[src/hw/rtl/assm_pkg.sv]
// shared types, constants and lookup functions for the averaged sensor display mux
package assm_pkg;

    localparam int unsigned SAMPLE_W = 10;
    localparam int unsigned SCALE_W  = 20;
    localparam int unsigned SUM_W    = 12;
    localparam int unsigned VALUE_W  = 14;
    localparam int unsigned SEG_W    = 8;
    localparam int unsigned PHASE_W  = 2;
    localparam int unsigned DIGIT_W  = 4;
    localparam int unsigned QUOT_W   = 5;
    localparam int unsigned QUOT_MAX = 16;
    localparam int unsigned FRAC_W   = 16;
    localparam int unsigned PROD_W   = SAMPLE_W + SCALE_W;

    localparam logic [SCALE_W-1:0] SCALE_RESET = 20'd704682;

    // tick phases with special meaning
    localparam logic [PHASE_W-1:0] PHASE_THOUSANDS = 2'd0;
    localparam logic [PHASE_W-1:0] PHASE_POINT     = 2'd1;
    localparam logic [PHASE_W-1:0] PHASE_TENS      = 2'd2;
    localparam logic [PHASE_W-1:0] PHASE_REFRESH   = 2'd3;

    // accepted input item held in the input register
    typedef struct packed {
        logic                valid;
        logic [SAMPLE_W-1:0] adc_sample;
    } t_in_item;

    // one result item
    typedef struct packed {
        logic [SEG_W-1:0]    segments;
        logic [PHASE_W-1:0]  digit_select;
        logic [SAMPLE_W-1:0] average_value;
    } t_result;

    // active-low segment patterns, bit 0 is the decimal point
    function automatic logic [SEG_W-1:0] seg_pattern(input logic [DIGIT_W-1:0] digit);
        logic [SEG_W-1:0] pat;
        case (digit)
            4'd0:    pat = 8'h03;
            4'd1:    pat = 8'h9F;
            4'd2:    pat = 8'h25;
            4'd3:    pat = 8'h0D;
            4'd4:    pat = 8'h99;
            4'd5:    pat = 8'h49;
            4'd6:    pat = 8'h41;
            4'd7:    pat = 8'h1B;
            4'd8:    pat = 8'h01;
            4'd9:    pat = 8'h09;
            default: pat = 8'hFF;
        endcase
        return pat;
    endfunction

    // decimal weight of the digit shown in each phase
    function automatic logic [VALUE_W-1:0] digit_weight(input logic [PHASE_W-1:0] phase);
        logic [VALUE_W-1:0] w;
        case (phase)
            PHASE_THOUSANDS: w = 14'd1000;
            PHASE_POINT:     w = 14'd100;
            PHASE_TENS:      w = 14'd10;
            PHASE_REFRESH:   w = 14'd1;
            default:         w = 14'd1;
        endcase
        return w;
    endfunction

endpackage

[src/hw/rtl/averaged_sensor_seven_segment_mux.sv]
// top level of the averaged sensor four-digit seven-segment display mux
//
// Each input item is one display tick carrying a 10-bit converter sample
// (i_valid / o_ready). Each tick yields exactly one result item on
// o_valid / i_ready: the active-low segment pattern of the digit now lit,
// the digit index (0 is the thousands digit) and the current four-sample
// average. Every fourth tick the average is refreshed and the scaled value
// floor(avg * scale_q16 / 65536) becomes the new set of displayed digits.
// The scale is written through i_cfg_we / i_cfg_data; the user must write
// it only while the block idles, as the block itself does not enforce this.
// Each accepted item passes through the input register, then the result
// register, before it appears on the outputs. Throughput: one item per
// cycle while the receiver does not stall; the digit of each tick is peeled
// off the scaled value by one combinational compare bank.
// Reset (synchronous, active low) empties both registers, clears phase,
// sum, average and digits, and loads the default scale.
// When the receiver stalls the result register holds its item; the input
// register still takes one more item, after which o_ready drops.
module averaged_sensor_seven_segment_mux (
    input  logic                             i_clk,
    input  logic                             i_rst_n,
    input  logic                             i_valid,
    output logic                             o_ready,
    input  logic [assm_pkg::SAMPLE_W-1:0]    i_adc_sample,
    output logic                             o_valid,
    input  logic                             i_ready,
    output logic [assm_pkg::SEG_W-1:0]       o_segments,
    output logic [assm_pkg::PHASE_W-1:0]     o_digit_select,
    output logic [assm_pkg::SAMPLE_W-1:0]    o_average_value,
    input  logic                             i_cfg_we,
    input  logic [assm_pkg::SCALE_W-1:0]     i_cfg_data
);
    import assm_pkg::*;

    t_in_item item;
    t_result  result;
    t_result  r_out;
    logic     r_out_valid;
    logic     advance;
    logic     fire;

    // result register can take a new item when empty or being drained
    assign advance = !r_out_valid || i_ready;
    assign fire    = item.valid && advance;

    // input register
    assm_in_reg u_in_reg (
        .i_clk        (i_clk),
        .i_rst_n      (i_rst_n),
        .i_valid      (i_valid),
        .i_adc_sample (i_adc_sample),
        .i_advance    (advance),
        .o_ready      (o_ready),
        .o_item       (item)
    );

    // datapath and state
    assm_core u_core (
        .i_clk      (i_clk),
        .i_rst_n    (i_rst_n),
        .i_cfg_we   (i_cfg_we),
        .i_cfg_data (i_cfg_data),
        .i_item     (item),
        .i_fire     (fire),
        .o_result   (result)
    );

    // result register valid
    always_ff @(posedge i_clk) begin
        if (!i_rst_n) begin
            r_out_valid <= 1'b0;
        end else if (advance) begin
            r_out_valid <= item.valid;
        end
    end

    // result register payload
    always_ff @(posedge i_clk) begin
        if (fire) begin
            r_out <= result;
        end
    end

    assign o_valid         = r_out_valid;
    assign o_segments      = r_out.segments;
    assign o_digit_select  = r_out.digit_select;
    assign o_average_value = r_out.average_value;

endmodule

[src/hw/rtl/assm_in_reg.sv]
// input register stage: holds one accepted item until the core takes it
module assm_in_reg (
    input  logic                             i_clk,
    input  logic                             i_rst_n,
    input  logic                             i_valid,
    input  logic [assm_pkg::SAMPLE_W-1:0]    i_adc_sample,
    input  logic                             i_advance,
    output logic                             o_ready,
    output assm_pkg::t_in_item               o_item
);
    import assm_pkg::*;

    logic                r_valid;
    logic [SAMPLE_W-1:0] r_sample;

    // free when empty or when the held item moves on this cycle
    assign o_ready = !r_valid || i_advance;

    // valid flag
    always_ff @(posedge i_clk) begin
        if (!i_rst_n) begin
            r_valid <= 1'b0;
        end else if (o_ready) begin
            r_valid <= i_valid;
        end
    end

    // payload
    always_ff @(posedge i_clk) begin
        if (o_ready && i_valid) begin
            r_sample <= i_adc_sample;
        end
    end

    assign o_item = '{valid: r_valid, adc_sample: r_sample};

endmodule

[src/hw/rtl/assm_core.sv]
// display core: tick phase, sample averaging, scaled value and digit extraction
module assm_core (
    input  logic                             i_clk,
    input  logic                             i_rst_n,
    input  logic                             i_cfg_we,
    input  logic [assm_pkg::SCALE_W-1:0]     i_cfg_data,
    input  assm_pkg::t_in_item               i_item,
    input  logic                             i_fire,
    output assm_pkg::t_result                o_result
);
    import assm_pkg::*;

    logic [SCALE_W-1:0]  r_scale;
    logic [PHASE_W-1:0]  r_phase;
    logic [SUM_W-1:0]    r_sum;
    logic [SAMPLE_W-1:0] r_avg;
    logic [VALUE_W-1:0]  r_rem;

    logic [PHASE_W-1:0]  n_phase;
    logic [SUM_W-1:0]    n_sum;
    logic [SAMPLE_W-1:0] n_avg;
    logic [VALUE_W-1:0]  n_rem;

    logic [VALUE_W-1:0]  weight;
    logic [VALUE_W-1:0]  multiple;
    logic [VALUE_W-1:0]  taken;
    logic [QUOT_W-1:0]   quot;
    logic [DIGIT_W-1:0]  digit;
    logic [SEG_W-1:0]    seg;
    logic [PROD_W-1:0]   product;
    logic [SUM_W-1:0]    sum_in;

    // scale register
    always_ff @(posedge i_clk) begin
        if (!i_rst_n) begin
            r_scale <= SCALE_RESET;
        end else if (i_cfg_we) begin
            r_scale <= i_cfg_data;
        end
    end

    // pick the digit of this phase off the remaining value by parallel compares
    always_comb begin
        n_phase = r_phase + 2'd1;
        weight  = digit_weight(n_phase);
        quot    = '0;
        taken   = '0;
        for (int k = 1; k <= QUOT_MAX; k++) begin
            multiple = VALUE_W'(QUOT_W'(k) * weight);
            if (r_rem >= multiple) begin
                quot  = QUOT_W'(k);
                taken = multiple;
            end
        end
        digit = (quot >= QUOT_W'(10)) ? DIGIT_W'(quot - QUOT_W'(10)) : DIGIT_W'(quot);
    end

    // segment pattern with decimal point on digit 1
    always_comb begin
        seg = seg_pattern(digit);
        if (n_phase == PHASE_POINT) begin
            seg[0] = 1'b0;
        end
    end

    // accumulate, and on the refresh phase average and rescale
    always_comb begin
        sum_in  = r_sum + SUM_W'(i_item.adc_sample);
        n_avg   = r_avg;
        n_sum   = sum_in;
        n_rem   = r_rem - taken;
        product = PROD_W'(sum_in[SUM_W-1:2]) * PROD_W'(r_scale);
        if (n_phase == PHASE_REFRESH) begin
            n_avg = sum_in[SUM_W-1:2];
            n_sum = '0;
            n_rem = product[FRAC_W +: VALUE_W];
        end
    end

    // state registers
    always_ff @(posedge i_clk) begin
        if (!i_rst_n) begin
            r_phase <= '0;
            r_sum   <= '0;
            r_avg   <= '0;
            r_rem   <= '0;
        end else if (i_fire) begin
            r_phase <= n_phase;
            r_sum   <= n_sum;
            r_avg   <= n_avg;
            r_rem   <= n_rem;
        end
    end

    assign o_result = '{segments: seg, digit_select: n_phase, average_value: n_avg};

endmodule

[config.mk]
export PLATFORM = sky130hd
export DESIGN_NAME = averaged_sensor_seven_segment_mux
export DESIGN_NICKNAME = d
export VERILOG_FILES = /design/src/hw/rtl/assm_pkg.sv /design/src/hw/rtl/averaged_sensor_seven_segment_mux.sv /design/src/hw/rtl/assm_in_reg.sv /design/src/hw/rtl/assm_core.sv
export SDC_FILE = /design/constraint.sdc
export NUM_CORES = 1
export LEC_CHECK = 0
export BUFFER_PORTS_ARGS = -buffer_cell sky130_fd_sc_hd__buf_2
export CAP_MARGIN = 20
export CORE_ASPECT_RATIO = 0.75
export CORE_UTILIZATION = 45
export DETAILED_ROUTE_END_ITERATION = 10
export HOLD_SLACK_MARGIN = 0.06
export PLACE_DENSITY_LB_ADDON = 0.25
export RECOVER_POWER = 100
export SKIP_LAST_GASP = 1
export SLEW_MARGIN = 40
export SYNTH_ARGS = -nofsm -noshare
export SYNTH_HDL_FRONTEND = slang
export SYNTH_SLANG_ARGS = --single-unit
[constraint.sdc]
create_clock -name i_clk -period 7.2 [get_ports i_clk]
set_input_delay 0 -clock i_clk [delete_from_list [all_inputs] [get_ports i_clk]]
set_output_delay 0 -clock i_clk [all_outputs]
set_load 0.01 [all_outputs]
# Word level (Yosys, flattened, before mapping)
# Memories as Yosys holds them, arrays and structs flattened. A register that Yosys moved wholly into a read port is not among the register bits.
# Index checks and enable logic that the tools add are counted.
[op_classes] n_addsub=4 n_mux=37 n_mul=12 n_reduce_logical=7 magnitude_cmp=17 eq_ne=3
[op_table] operator="14-bit two-way mux" n=17
[op_table] operator="14-bit >= comparator" n=16
[op_table] operator="4-bit by 14-bit multiplier with 14-bit output (first input constant)" n=4
[op_table] operator="14-bit case mux with 4 select lines" n=1
[op_table] operator="4-bit two-way mux" n=9
[op_table] operator="10-bit by 20-bit multiplier with 30-bit output" n=1
[op_table] operator="3-bit by 14-bit multiplier with 13-bit output (first input constant)" n=2
[op_table] operator="3-bit by 14-bit multiplier with 14-bit output (first input constant)" n=2
[op_table] operator="2-bit by 14-bit multiplier with 12-bit output (first input constant)" n=1
[op_table] operator="2-bit by 14-bit multiplier with 13-bit output (first input constant)" n=1
[op_table] operator="2-bit by 14-bit multiplier with 14-bit output (first input constant)" n=1
[op_table] operator="14-bit subtractor" n=1
[op_table] operator="12-bit by 10-bit adder with 12-bit output" n=1
[op_table] operator="12-bit two-way mux" n=1
[op_table] operator="3-bit two-way mux" n=4
[op_table] operator="10-bit two-way mux" n=1
[op_table] operator="5-bit by 4-bit >= comparator with 1-bit output (second input constant)" n=1
[op_table] operator="5-bit two-way mux" n=1
[op_table] operator="2-bit == test (second input constant)" n=2
[op_table] operator="2-bit two-way mux" n=2
[op_table] operator="4-bit subtractor (second input constant)" n=1
[op_table] operator="2-bit by 1-bit adder with 2-bit output (second input constant)" n=1
[op_table] operator="2-bit by 1-bit == test with 1-bit output (second input constant)" n=1
[op_table] operator="1-bit logical AND" n=2
[op_table] operator="4 further kinds" n=6
[totals] mem_bits_ro=112 in_bits=35 reg_bits=83 word_cells=92 output_inout_bits=22 n_memories=1
[mem_list] name="(no name shown)" depth=16 width=7 read_ports=1 rd_clocked_by_memory_dff=1 write_ports=0 line="assm_pkg.sv:40" text="case (digit)"

# Logic depth before layout (Yosys ltp)
# Gate-level depths: netlist of run 1.
[depth] ltp_word=22 ltp_mapped=36 depth_no_buf=35

# Modules after synthesis
# Synthesis of run 1 repeated with hierarchy kept, for this count alone.
[hier_totals] cells_unflattened=1833 area_unflattened_um2=15249.6
[by_module_without_submodules] module="assm_core" n_inst=1 cells_per_inst=1792 area_per_inst_um2=14226.1
[by_module_without_submodules] module="averaged_sensor_seven_segment_mux" n_inst=1 cells_per_inst=25 area_per_inst_um2=658.1
[by_module_without_submodules] module="assm_in_reg" n_inst=1 cells_per_inst=16 area_per_inst_um2=365.4

# Least setup slack after synthesis of run 1
# Ideal clock, no wire load.
[synth_timing] kind="register to register" from="register u_in_reg.r_sample[1]" to="register u_core.r_rem[13]" arrival_ns=7.668 path_slack_ns=-0.595 synth_period_minus_slack_ns=7.795 n_path_buf=1 path_stages_with_launch=32 cell_sequence="edfxtp_1 > ha_1 > a211oi_1 > o21ai_0 > a21oi_1 > o21ai_0 > a21oi_1 > o21bai_1 > a21oi_1 > mux2_2 > o211ai_1 > clkbuf_1 > nand2_1 > fa_1 > fa_1 > inv_1 > fa_1 > fa_1 > inv_1 > fa_1 > inv_1 > ha_1 > a211oi_1 > nand3_1 > o21ai_0 > a31oi_1 > a311o_1 > a21oi_1 > a21oi_1 > and3_1 > o31ai_1 > a31oi_1"
[synth_via] elab_chain_len=3
[synth_lines] item="start, declared" line="assm_in_reg.sv:14" text="logic [SAMPLE_W-1:0] r_sample;"
[synth_lines] item="start signal, assigned" line="assm_in_reg.sv:31" text="r_sample <= i_adc_sample;"
[synth_lines] item="12-bit by 10-bit adder with 12-bit output" line="assm_core.sv:68" text="sum_in = r_sum + SUM_W'(i_item.adc_sample);"
[synth_lines] item="10-bit by 20-bit multiplier with 30-bit output" line="assm_core.sv:72" text="product = PROD_W'(sum_in[SUM_W-1:2]) * PROD_W'(r_scale);"
[synth_lines] item="14-bit two-way mux" line="assm_core.sv:73" text="if (n_phase == PHASE_REFRESH) begin"
[synth_lines] item="end signal, assigned" line="assm_core.sv:91" text="r_rem <= n_rem;"
[synth_lines] item="end, declared" line="assm_core.sv:17" text="logic [VALUE_W-1:0] r_rem;"
# Every way passes these cells.
# A chain may end at the register's enable or synchronous reset.

# Final worst setup path of run 1
[layout_timing] from="register u_in_reg.r_sample[0]" to="register u_core.r_rem[12]"
# The elaborated chain is that of the path after synthesis.

==> impl_results.html, run 1 <==
<table>
<tr><th>Metric</th><th>Value</th></tr>
<tr><th colspan="2">Yosys</th></tr>
<tr><td>Synthesis warning total</td><td>0</td></tr>
<tr><td>Post-synth top flop</td><td>sky130_fd_sc_hd__dfxtp_1</td></tr>
<tr><td>Dominant combinational cell family by area after synthesis</td><td>adder cells</td></tr>
<tr><td>Number of enable-type register cells in the synthesized netlist</td><td>30</td></tr>
<tr><td>Part of the Yosys area used for sequential elements</td><td>14.0%</td></tr>
<tr><td>Area share of xor/xnor cells in the synthesized design</td><td>approximately 1.8%</td></tr>
<tr><td>Most area-hungry cell type in the Yosys netlist</td><td>sky130_fd_sc_hd__fa_1</td></tr>
<tr><td>Number of distinct standard cells referenced by the synthesized netlist</td><td>between 80 and 90</td></tr>
<tr><td>Fraction of the mapped netlist area in compound gates</td><td>approximately a fifth</td></tr>
<tr><td>Number of standard cells after synthesis</td><td>about 1800</td></tr>
<tr><td>Share of cell area taken by muxes after synthesis</td><td>2.51%</td></tr>
<tr><td>Area fraction of the dominant cell type after synthesis</td><td>19.0%</td></tr>
<tr><td>Mapped cell area</td><td>0.0150 mm2</td></tr>
<tr><td>Avg Synthesized Cell Area</td><td>about 8.4 um2</td></tr>
<tr><td>FF+latch count, synth</td><td>90</td></tr>
<tr><td>Syn nets</td><td>approximately 2200</td></tr>
<tr><td>Adder-cell share of the synthesized area</td><td>a little over a third</td></tr>
<tr><td>Async set-or-reset flop fraction in the synthesized netlist</td><td>0%</td></tr>
<tr><td>Cell types with the largest area share after synthesis</td><td>sky130_fd_sc_hd__fa_1 19%, sky130_fd_sc_hd__ha_1 17%, sky130_fd_sc_hd__dfxtp_1 8.0%</td></tr>
<tr><td>Simple-Gate Fraction of Synth Area</td><td>19.2%</td></tr>
<tr><th colspan="2">Global route</th></tr>
<tr><td>Largest net degree at the start of global routing</td><td>between 60 and 70</td></tr>
<tr><td>Wire length of the first global-routing pass</td><td>between 70 and 80 mm</td></tr>
<tr><td>Grt ovf</td><td>0</td></tr>
<tr><td>Number of global-route vias before repair</td><td>~14000</td></tr>
<tr><td>Number of antenna violations at the first check in global routing</td><td>1</td></tr>
<tr><td>Total GRT Usage</td><td>between 20% and 30%</td></tr>
<tr><th colspan="2">Drt</th></tr>
<tr><td>Count of TritonRoute iterations in the first routing pass</td><td>5</td></tr>
<tr><td>Routed wire per std cell</td><td>roughly 20 um</td></tr>
<tr><td>WL final</td><td>around 50 mm</td></tr>
<tr><td>Violation count after the first detailed-routing iteration</td><td>1347</td></tr>
<tr><td>Antenna violation net count after detailed routing</td><td>0</td></tr>
<tr><td>Vias</td><td>between 10000 and 15000</td></tr>
<tr><td>Via density per instance</td><td>5.88</td></tr>
<tr><td>Post-detailed-route DRC marker count</td><td>0</td></tr>
<tr><th colspan="2">Pwr</th></tr>
<tr><td>Cell area power density</td><td>~410 mW/mm2</td></tr>
<tr><td>Total leakage power</td><td>between 8 and 9 nW</td></tr>
<tr><td>Maximum VDD drop</td><td>349 uV</td></tr>
<tr><th colspan="2">Min path</th></tr>
<tr><td>Critical hold path startpoint</td><td>i_rst_n</td></tr>
<tr><td>Hold Path Stages</td><td>2</td></tr>
<tr><td>Type of the worst min-delay path</td><td>in2reg</td></tr>
<tr><td>Endpoint, Worst Hold</td><td>u_core.r_scale[5]</td></tr>
<tr><th colspan="2">STA</th></tr>
<tr><td>Remaining max-slew budget at the tightest pin</td><td>a little over a quarter</td></tr>
<tr><td>Skew final</td><td>0.0102 ns</td></tr>
<tr><td>Peak clock frequency supported by timing</td><td>0.133 GHz</td></tr>
<tr><td>Number of hold-slack violations in the final timing report</td><td>0</td></tr>
<tr><td>Final number of setup-violating endpoints</td><td>12</td></tr>
<tr><td>Setup repair after global routing missed its margin</td><td>true</td></tr>
<tr><td>Max Slew Vio Count</td><td>0</td></tr>
<tr><td>Final Critical Period</td><td>between 7 and 8 ns</td></tr>
<tr><td>Transition time at the pin with the least slew margin</td><td>between 1 and 1.5 ns</td></tr>
<tr><td>Slack of the critical path</td><td>-0.298 ns</td></tr>
<tr><td>Period Utilization, post-route</td><td>104%</td></tr>
<tr><th colspan="2">Status</th></tr>
<tr><td>Result of the run</td><td>complete, but fails checks</td></tr>
<tr><td>Violated checks</td><td>negative setup slack</td></tr>
<tr><th colspan="2">Critical path</th></tr>
<tr><td>Register-to-Register Setup Slack</td><td>-0.30 ns</td></tr>
<tr><td>Critical path's most frequent cell</td><td>sky130_fd_sc_hd__a21oi_2</td></tr>
<tr><td>Kind of critical path</td><td>reg2reg</td></tr>
<tr><td>CP arrival</td><td>slightly below 8 ns</td></tr>
<tr><td>Depth of the worst register-to-register path</td><td>35</td></tr>
<tr><td>Launch point of the worst reg-to-reg path</td><td>u_in_reg.r_sample[0]</td></tr>
<tr><td>CP startpoint kind</td><td>flop</td></tr>
<tr><td>CP Capture Type</td><td>flop</td></tr>
<tr><td>Critical path origin</td><td>u_in_reg.r_sample[0]</td></tr>
<tr><td>Critical-path top delay cell</td><td>sky130_fd_sc_hd__fa_2</td></tr>
<tr><td>Endpoint of the most critical register-to-register path</td><td>u_core.r_rem[12]</td></tr>
<tr><td>Critical Path Max Stage Delay</td><td>around 0.55 ns</td></tr>
<tr><td>CP Data Required Time</td><td>about 7.5 ns</td></tr>
<tr><td>CP max FO</td><td>7</td></tr>
<tr><th colspan="2">Layout</th></tr>
<tr><td>Fraction of final layout cells sized beyond drive strength 1</td><td>between 10% and 20%</td></tr>
<tr><td>Final non-filler cell total</td><td>roughly 2400</td></tr>
<tr><td>Count of nets after finishing</td><td>about 2300</td></tr>
<tr><td>Most frequent cells in the layout</td><td>210 x sky130_fd_sc_hd__nand2_1, 194 x sky130_fd_sc_hd__ha_1, 188 x sky130_fd_sc_hd__inv_1, 150 x sky130_fd_sc_hd__buf_4, 136 x sky130_fd_sc_hd__fa_1</td></tr>
<tr><td>Leading cell type in the layout, fill and taps excluded</td><td>sky130_fd_sc_hd__nand2_1</td></tr>
<tr><td>Post-layout instance area</td><td>about 0.018 mm2</td></tr>
<tr><td>Area grow syn2layout</td><td>18.4%</td></tr>
<tr><th colspan="2">Placement</th></tr>
<tr><td>Worst Setup Slack post-DPL</td><td>-0.661 ns</td></tr>
<tr><td>Placed insts</td><td>about 2300</td></tr>
<tr><td>Number of buffers added on ports</td><td>56</td></tr>
<tr><td>HPWL after DPL</td><td>~37 mm</td></tr>
<tr><td>Placer Congestion</td><td>about 1.0</td></tr>
<tr><td>Post-place instance area</td><td>0.0166 mm2</td></tr>
<tr><th colspan="2">CTS</th></tr>
<tr><td>Clock Latency Late Sink</td><td>around 0.37 ns</td></tr>
<tr><td>Clock transition at the registers of the reported paths</td><td>0.08 ns</td></tr>
<tr><td>Clock Sink Count</td><td>90</td></tr>
<tr><td>CTS tree</td><td>yes</td></tr>
<tr><td>H-tree level count</td><td>3</td></tr>
<tr><td>Buffers from clock root to sink, at most</td><td>2</td></tr>
<tr><td>Number of buffers added by the clock tree synthesis step</td><td>9</td></tr>
<tr><td>CTS root buf</td><td>sky130_fd_sc_hd__clkbuf_16</td></tr>
<tr><th colspan="2">Floorplan</th></tr>
<tr><td>Initial core utilization</td><td>between 40 and 50%</td></tr>
<tr><td>Placement Rows</td><td>57</td></tr>
<tr><td>Overall die area</td><td>between 0.03 and 0.04 mm2</td></tr>
<tr><td>I/O pins</td><td>57</td></tr>
<tr><td>Overall die width</td><td>213 um</td></tr>
<tr><td>Core area</td><td>between 0.03 and 0.04 mm2</td></tr>
<tr><td>Die Y</td><td>roughly 160 um</td></tr>
<tr><th colspan="2">Job</th></tr>
<tr><td>Max Cap Viol</td><td>0</td></tr>
</table>
-- through the flow --
step	hold WS (ns)	utilization, %	power [mW]	setup TNS (ns)
2_1_floorplan	0.0989	-	4.37	0
3_3_place_gp	0.179	50.8	6.00	-3.07
3_5_place_dp	0.179	50.8	6.08	-5.55
4_1_cts	0.0714	53.7	6.92	-1.90
5_1_grt	0.106	54.5	8.10	-6.82
6_report	0.0829	54.5	7.36	-2.42
-- synth_stat cells, types with 16 or more instances --
cell type	number
sky130_fd_sc_hd__nand2_1	213
sky130_fd_sc_hd__ha_1	206
sky130_fd_sc_hd__inv_1	196
sky130_fd_sc_hd__fa_1	143
sky130_fd_sc_hd__and2_1	106
sky130_fd_sc_hd__a21oi_1	98
sky130_fd_sc_hd__clkbuf_1	89
sky130_fd_sc_hd__o21ai_0	80
sky130_fd_sc_hd__nor2_1	79
sky130_fd_sc_hd__dfxtp_1	60
sky130_fd_sc_hd__nor2b_1	39
sky130_fd_sc_hd__edfxtp_1	30
sky130_fd_sc_hd__nand3_1	30
sky130_fd_sc_hd__a21o_1	29
sky130_fd_sc_hd__nor3_1	26
sky130_fd_sc_hd__o211ai_1	23
sky130_fd_sc_hd__mux2i_1	22
sky130_fd_sc_hd__xnor2_1	21
sky130_fd_sc_hd__a31oi_1	20
sky130_fd_sc_hd__nand2b_1	16
-- area by class of cell --
class / instances / area [um2]
Fill cell: 3015 / 14900
Multi-Input combinational cell: 1411 / 12200
Sequential cell: 90 / 2100
Timing Repair Buffer: 252 / 1860
Inverter: 197 / 739
Tap cell: 442 / 553
Clock buffer: 9 / 225
Clock inverter: 7 / 92.6
Antenna cell: 2 / 5.00
-- layer usage --
metal	vias up	share of wire (%)	GRT usage [%]
li1	6525	-	-
met1	6948	47	44.3
met2	617	42	43.6
met3	76	9.3	5.73
met4	0	1.7	5.30
met5	-	0	0
-- worst max-delay path, delay by kind of cell (launching register included) --
kind	cells	cell delay, ns
adder cells (fa/ha/maj)	8	3.21
AO/OA/AOI/OAI	15	2.54
AND/OR/NAND/NOR	5	0.54
buffers and inverters	5	0.45
flip-flops	1	0.37
XOR/XNOR	2	0.29
-- sequential cells by signal, indices dropped and copies added, names as in the netlist --
name,flops
o_average_value,10
o_digit_select,2
o_segments,8
o_valid,1
u_core.r_avg,10
u_core.r_phase,2
u_core.r_rem,14
u_core.r_scale,20
u_core.r_sum,12
u_in_reg.r_sample,10
u_in_reg.r_valid,1
-- how the worst max path moves through the flow --
stage                       endpoint  cells after the start
finish              u_core.r_rem[12]                     35
global route        u_core.r_rem[12]                     34
detailed placement  u_core.r_rem[13]                     34
CTS                 u_core.r_rem[13]                     31
global placement    u_core.r_rem[13]                     34
floorplan           u_core.r_rem[13]                     31
-- cells by family after synthesis --
logic type      count (synthesis)
simple gates                  581
compound gates                414
flops                          90
xor+xnor                       31
buf+inv                       298
fa+ha+maj                     349
mux                            36
-- report_power, final --
part	switching (mW)	total [mW]	internal [mW]	leakage (nW)
Combinational	3.36	6.14	2.79	7.62
Sequential	0.0837	0.692	0.608	0.780
Clock	0.246	0.525	0.280	0.156
-- timing repair --
action,in CTS,in global routing
hold endpoints to repair,32,0
cloned,1,0
hold buffers,33,0
gates resized for setup,30,56
setup buffers,17,10
setup endpoints to repair,13,14
pin swaps,57,63
Power figures use the tool's default switching activity.
==> run 2, diff against run 1 <==
--- a/config.mk
+++ b/config.mk
@@ -7,6 +7,8 @@
 export LEC_CHECK = 0
 export BUFFER_PORTS_ARGS = -buffer_cell sky130_fd_sc_hd__buf_2
 export CAP_MARGIN = 20
+export CELL_PAD_IN_SITES_DETAIL_PLACEMENT = 1
+export CELL_PAD_IN_SITES_GLOBAL_PLACEMENT = 1
 export CORE_ASPECT_RATIO = 0.75
 export CORE_UTILIZATION = 45
 export DETAILED_ROUTE_END_ITERATION = 10
==> run 2 against run 1 <==
  * The flow finishes with violations (max-capacitance violations, max-slew violations, negative setup slack)
  * First-iteration DRC count down 18%
  * Sequential cell count unchanged
  * Core utilization down 0.29 points
  * Total power up 6.3%
  * Sequential share of layout area up 0.056 points
  * Final area down 0.53%
  * Clock power up 6.1%
  * Worst hold slack better by 0.021 ns
  * Wire length up 19%
==> impl_results.html, run 2 (synthesized netlist as in run 1, its figures left out) <==
<table>
<tr><th>Metric</th><th>Value</th></tr>
<tr><th colspan="2">Status</th></tr>
<tr><td>Result of the run</td><td>complete, but fails checks</td></tr>
<tr><td>Violated checks</td><td>max-capacitance violations, max-slew violations, negative setup slack</td></tr>
<tr><th colspan="2">Layout</th></tr>
<tr><td>Largest registers in the final layout</td><td>u_core.r_scale (20), u_core.r_rem (14), u_core.r_sum (12)</td></tr>
<tr><td>Final non-filler cell total</td><td>2392 (-0.75%)</td></tr>
<tr><td>Count of nets after finishing</td><td>2328 (-0.72%)</td></tr>
<tr><td>Most frequent cells in the layout</td><td>210 x sky130_fd_sc_hd__nand2_1, 197 x sky130_fd_sc_hd__ha_1, 190 x sky130_fd_sc_hd__inv_1, 139 x sky130_fd_sc_hd__fa_1, 133 x sky130_fd_sc_hd__buf_4</td></tr>
<tr><td>Fill count</td><td>3907 (+30%)</td></tr>
<tr><td>Leading cell type in the layout, fill and taps excluded</td><td>sky130_fd_sc_hd__nand2_1</td></tr>
<tr><td>Register Area</td><td>0.00210 mm2 (about the same)</td></tr>
<tr><td>Post-layout instance area</td><td>0.0177 mm2 (-0.53%)</td></tr>
<tr><td>Area grow syn2layout</td><td>17.8%</td></tr>
<tr><td>Max FFs per register</td><td>20 (unchanged)</td></tr>
<tr><td>Footprint of the multi-input gates</td><td>0.0123 mm2 (+0.35%)</td></tr>
<tr><td>Register bank with the most flops</td><td>u_core.r_scale</td></tr>
<tr><td>Fraction of final layout cells sized beyond drive strength 1</td><td>15.6% (-1.1 points)</td></tr>
<tr><th colspan="2">CTS</th></tr>
<tr><td>Clock Latency Late Sink</td><td>0.38 ns (about the same)</td></tr>
<tr><td>CTS tree</td><td>yes</td></tr>
<tr><td>Number of buffers added by the clock tree synthesis step</td><td>9 (unchanged)</td></tr>
<tr><td>Clock Sink Count</td><td>90 (unchanged)</td></tr>
<tr><td>H-tree level count</td><td>3 (unchanged)</td></tr>
<tr><td>CTS root buf</td><td>sky130_fd_sc_hd__clkbuf_16</td></tr>
<tr><td>Buffers from clock root to sink, at most</td><td>2 (unchanged)</td></tr>
<tr><td>Clock transition at the registers of the reported paths</td><td>0.08 ns (about the same)</td></tr>
<tr><th colspan="2">Critical path</th></tr>
<tr><td>Kind of critical path</td><td>reg2reg</td></tr>
<tr><td>Critical-path top delay cell</td><td>sky130_fd_sc_hd__fa_1</td></tr>
<tr><td>Critical path's most frequent cell</td><td>sky130_fd_sc_hd__fa_1</td></tr>
<tr><td>CP Data Required Time</td><td>7.50 ns (about the same)</td></tr>
<tr><td>Critical Path Max Stage Delay</td><td>0.58 ns (+0.03 ns)</td></tr>
<tr><td>Depth of the worst register-to-register path</td><td>34 (-2.9%)</td></tr>
<tr><td>CP max FO</td><td>6 (-1)</td></tr>
<tr><td>CP arrival</td><td>8.20 ns (+0.41 ns)</td></tr>
<tr><td>CP startpoint kind</td><td>flop</td></tr>
<tr><td>CP Capture Type</td><td>flop</td></tr>
<tr><th colspan="2">STA</th></tr>
<tr><td>Skew final</td><td>0.00790 ns (-0.00227 ns)</td></tr>
<tr><td>Setup repair after global routing missed its margin</td><td>true</td></tr>
<tr><td>Transition time at the pin with the least slew margin</td><td>1.60 ns (+0.499 ns)</td></tr>
<tr><td>Slack of the critical path</td><td>-0.704 ns (-0.406 ns)</td></tr>
<tr><td>Period Utilization, post-route</td><td>110% (+5.6 points)</td></tr>
<tr><td>Peak clock frequency supported by timing</td><td>0.127 GHz (-5.1%)</td></tr>
<tr><td>Final number of setup-violating endpoints</td><td>14 (+2)</td></tr>
<tr><td>Number of hold-slack violations in the final timing report</td><td>0 (unchanged)</td></tr>
<tr><td>Final Critical Period</td><td>7.90 ns (+0.406 ns)</td></tr>
<tr><td>Max Slew Vio Count</td><td>28 (+28)</td></tr>
<tr><td>Final hold slack</td><td>0.103 ns (+0.0205 ns)</td></tr>
<tr><td>Remaining max-slew budget at the tightest pin</td><td>-6.48% (-33 points)</td></tr>
<tr><th colspan="2">Floorplan</th></tr>
<tr><td>I/O pins</td><td>57 (unchanged)</td></tr>
<tr><td>Die Y</td><td>160 um (unchanged)</td></tr>
<tr><td>Overall die width</td><td>213 um (unchanged)</td></tr>
<tr><td>Initial core utilization</td><td>46.0% (unchanged)</td></tr>
<tr><td>Overall die area</td><td>0.0342 mm2 (unchanged)</td></tr>
<tr><td>Placement Rows</td><td>57 (unchanged)</td></tr>
<tr><td>Core area</td><td>0.0327 mm2 (unchanged)</td></tr>
<tr><th colspan="2">Global route</th></tr>
<tr><td>Number of global-route vias before repair</td><td>15334 (+9.9%)</td></tr>
<tr><td>Grt ovf</td><td>0 (unchanged)</td></tr>
<tr><td>Number of antenna violations at the first check in global routing</td><td>1 (unchanged)</td></tr>
<tr><td>Total GRT Usage</td><td>33.4% (+3.9 points)</td></tr>
<tr><td>Largest net degree at the start of global routing</td><td>63 (unchanged)</td></tr>
<tr><td>Wire length of the first global-routing pass</td><td>87.9 mm (+13%)</td></tr>
<tr><th colspan="2">Placement</th></tr>
<tr><td>Placed insts</td><td>2315 (-0.77%)</td></tr>
<tr><td>Placer Congestion</td><td>0.966 (-3.8%)</td></tr>
<tr><td>HPWL after DPL</td><td>40.5 mm (+8.9%)</td></tr>
<tr><td>Number of buffers added on ports</td><td>56 (unchanged)</td></tr>
<tr><td>Post-place instance area</td><td>0.0165 mm2 (-0.70%)</td></tr>
<tr><th colspan="2">Drt</th></tr>
<tr><td>Antenna violation net count after detailed routing</td><td>0 (unchanged)</td></tr>
<tr><td>Violation count after the first detailed-routing iteration</td><td>1111 (-18%)</td></tr>
<tr><td>WL final</td><td>58.2 mm (+19%)</td></tr>
<tr><td>Via density per instance</td><td>6.06 (+3.1%)</td></tr>
<tr><td>Post-detailed-route DRC marker count</td><td>0 (unchanged)</td></tr>
<tr><td>Routed wire per std cell</td><td>24.3 um (+20%)</td></tr>
<tr><td>Vias</td><td>14501 (+2.4%)</td></tr>
<tr><td>Count of TritonRoute iterations in the first routing pass</td><td>5 (unchanged)</td></tr>
<tr><th colspan="2">Pwr</th></tr>
<tr><td>Portion of total power attributed to sequential cells</td><td>8.9% (-0.5 points)</td></tr>
<tr><td>Cell area power density</td><td>442 mW/mm2 (+6.8%)</td></tr>
<tr><td>Switching component of the power</td><td>4.08 mW (+11%)</td></tr>
<tr><td>Combinational share of power</td><td>83.9% (+0.4 points)</td></tr>
<tr><td>Total leakage power</td><td>8.51 nW (-0.57%)</td></tr>
<tr><td>Relative contribution of the clock network to total power</td><td>7.1% (about the same)</td></tr>
<tr><td>Maximum VDD drop</td><td>349 uV (-0.10%)</td></tr>
<tr><td>Switching power as a share of total power</td><td>52.2% (+2.1 points)</td></tr>
<tr><td>Internal Power</td><td>3.74 mW (+1.8%)</td></tr>
<tr><th colspan="2">Min path</th></tr>
<tr><td>Hold Path Stages</td><td>2 (unchanged)</td></tr>
<tr><td>Type of the worst min-delay path</td><td>in2reg</td></tr>
<tr><th colspan="2">Job</th></tr>
<tr><td>Max Cap Viol</td><td>1 (+1)</td></tr>
</table>
-- run 2: worst paths after layout --
path | start | endpoint | slack [ns]
setup / recovery | u_in_reg.r_sample[1] | u_core.r_rem[8] | -0.70
hold / removal | i_rst_n | u_core.r_scale[5] | 0.10
setup reg to reg | u_in_reg.r_sample[1] | u_core.r_rem[8] | -0.70
hold reg to reg | u_core.r_avg[0] | u_core.r_avg[0] | 0.48
-- run 2: timing repair --
| item | in CTS | in global routing |
|---|---|---|
| gates resized for setup | 30 | 46 |
| pin swaps | 64 | 53 |
| endpoints found under the setup margin | 14 | 14 |
| endpoints found under the hold margin | 32 | 0 |
| hold buffers | 33 | 0 |
| buffers inserted | 23 | 10 |
-- run 2: power groups by stage --
stage          logic, mW  registers [mW]  clock network, mW
2_1_floorplan       3.69           0.679                  0
3_3_place_gp        5.25           0.702                  0
3_5_place_dp        5.51           0.704                  0
4_1_cts             5.81           0.693              0.559
5_1_grt             7.12           0.703              0.578
6_report            6.56           0.700              0.557
-- run 2: final cells by class --
type                    count  area share [%]
multi-input cells        1411            69.3
repair buffers            235            9.77
well taps                 442            3.12
flip-flops and latches     90            11.9
diodes                      1          0.0141
inverters                 197            4.18
clock inverters             7           0.509
clock buffers               9            1.27
-- run 2: per-layer routing --
layer | global-route usage (%) | vias to the layer above | share of wire [%]
met4 | 10.3 | 2 | 2.8
met1 | 44.4 | 7394 | 43
met5 | 0 | - | 0.019
met2 | 56.0 | 523 | 48
li1 | - | 6464 | -
met3 | 4.36 | 118 | 5.9
-- run 2: critical path: cells and delay by family (launching register included) --
family | cells | cell delay [ns]
AOI/OAI and AO/OA | 16 | 2.67
buffers and inverters | 7 | 0.77
muxes | 1 | 0.32
adders and majority gates | 7 | 3.13
DFF | 1 | 0.46
xor gates and xnor gates | 1 | 0.14
and+or+nand+nor | 2 | 0.30
-- run 2: stage by stage --
step	util, %	power (mW)	setup TNS (ns)	setup slack, ns
after global placement	50.4	5.95	-2.74	-0.374
after global routing	54.2	8.41	-10.13	-0.928
after floorplan	-	4.37	0	0.00649
after detailed placement	50.5	6.22	-7.63	-0.808
final	54.2	7.82	-7.20	-0.704
after CTS	53.3	7.07	-2.52	-0.346
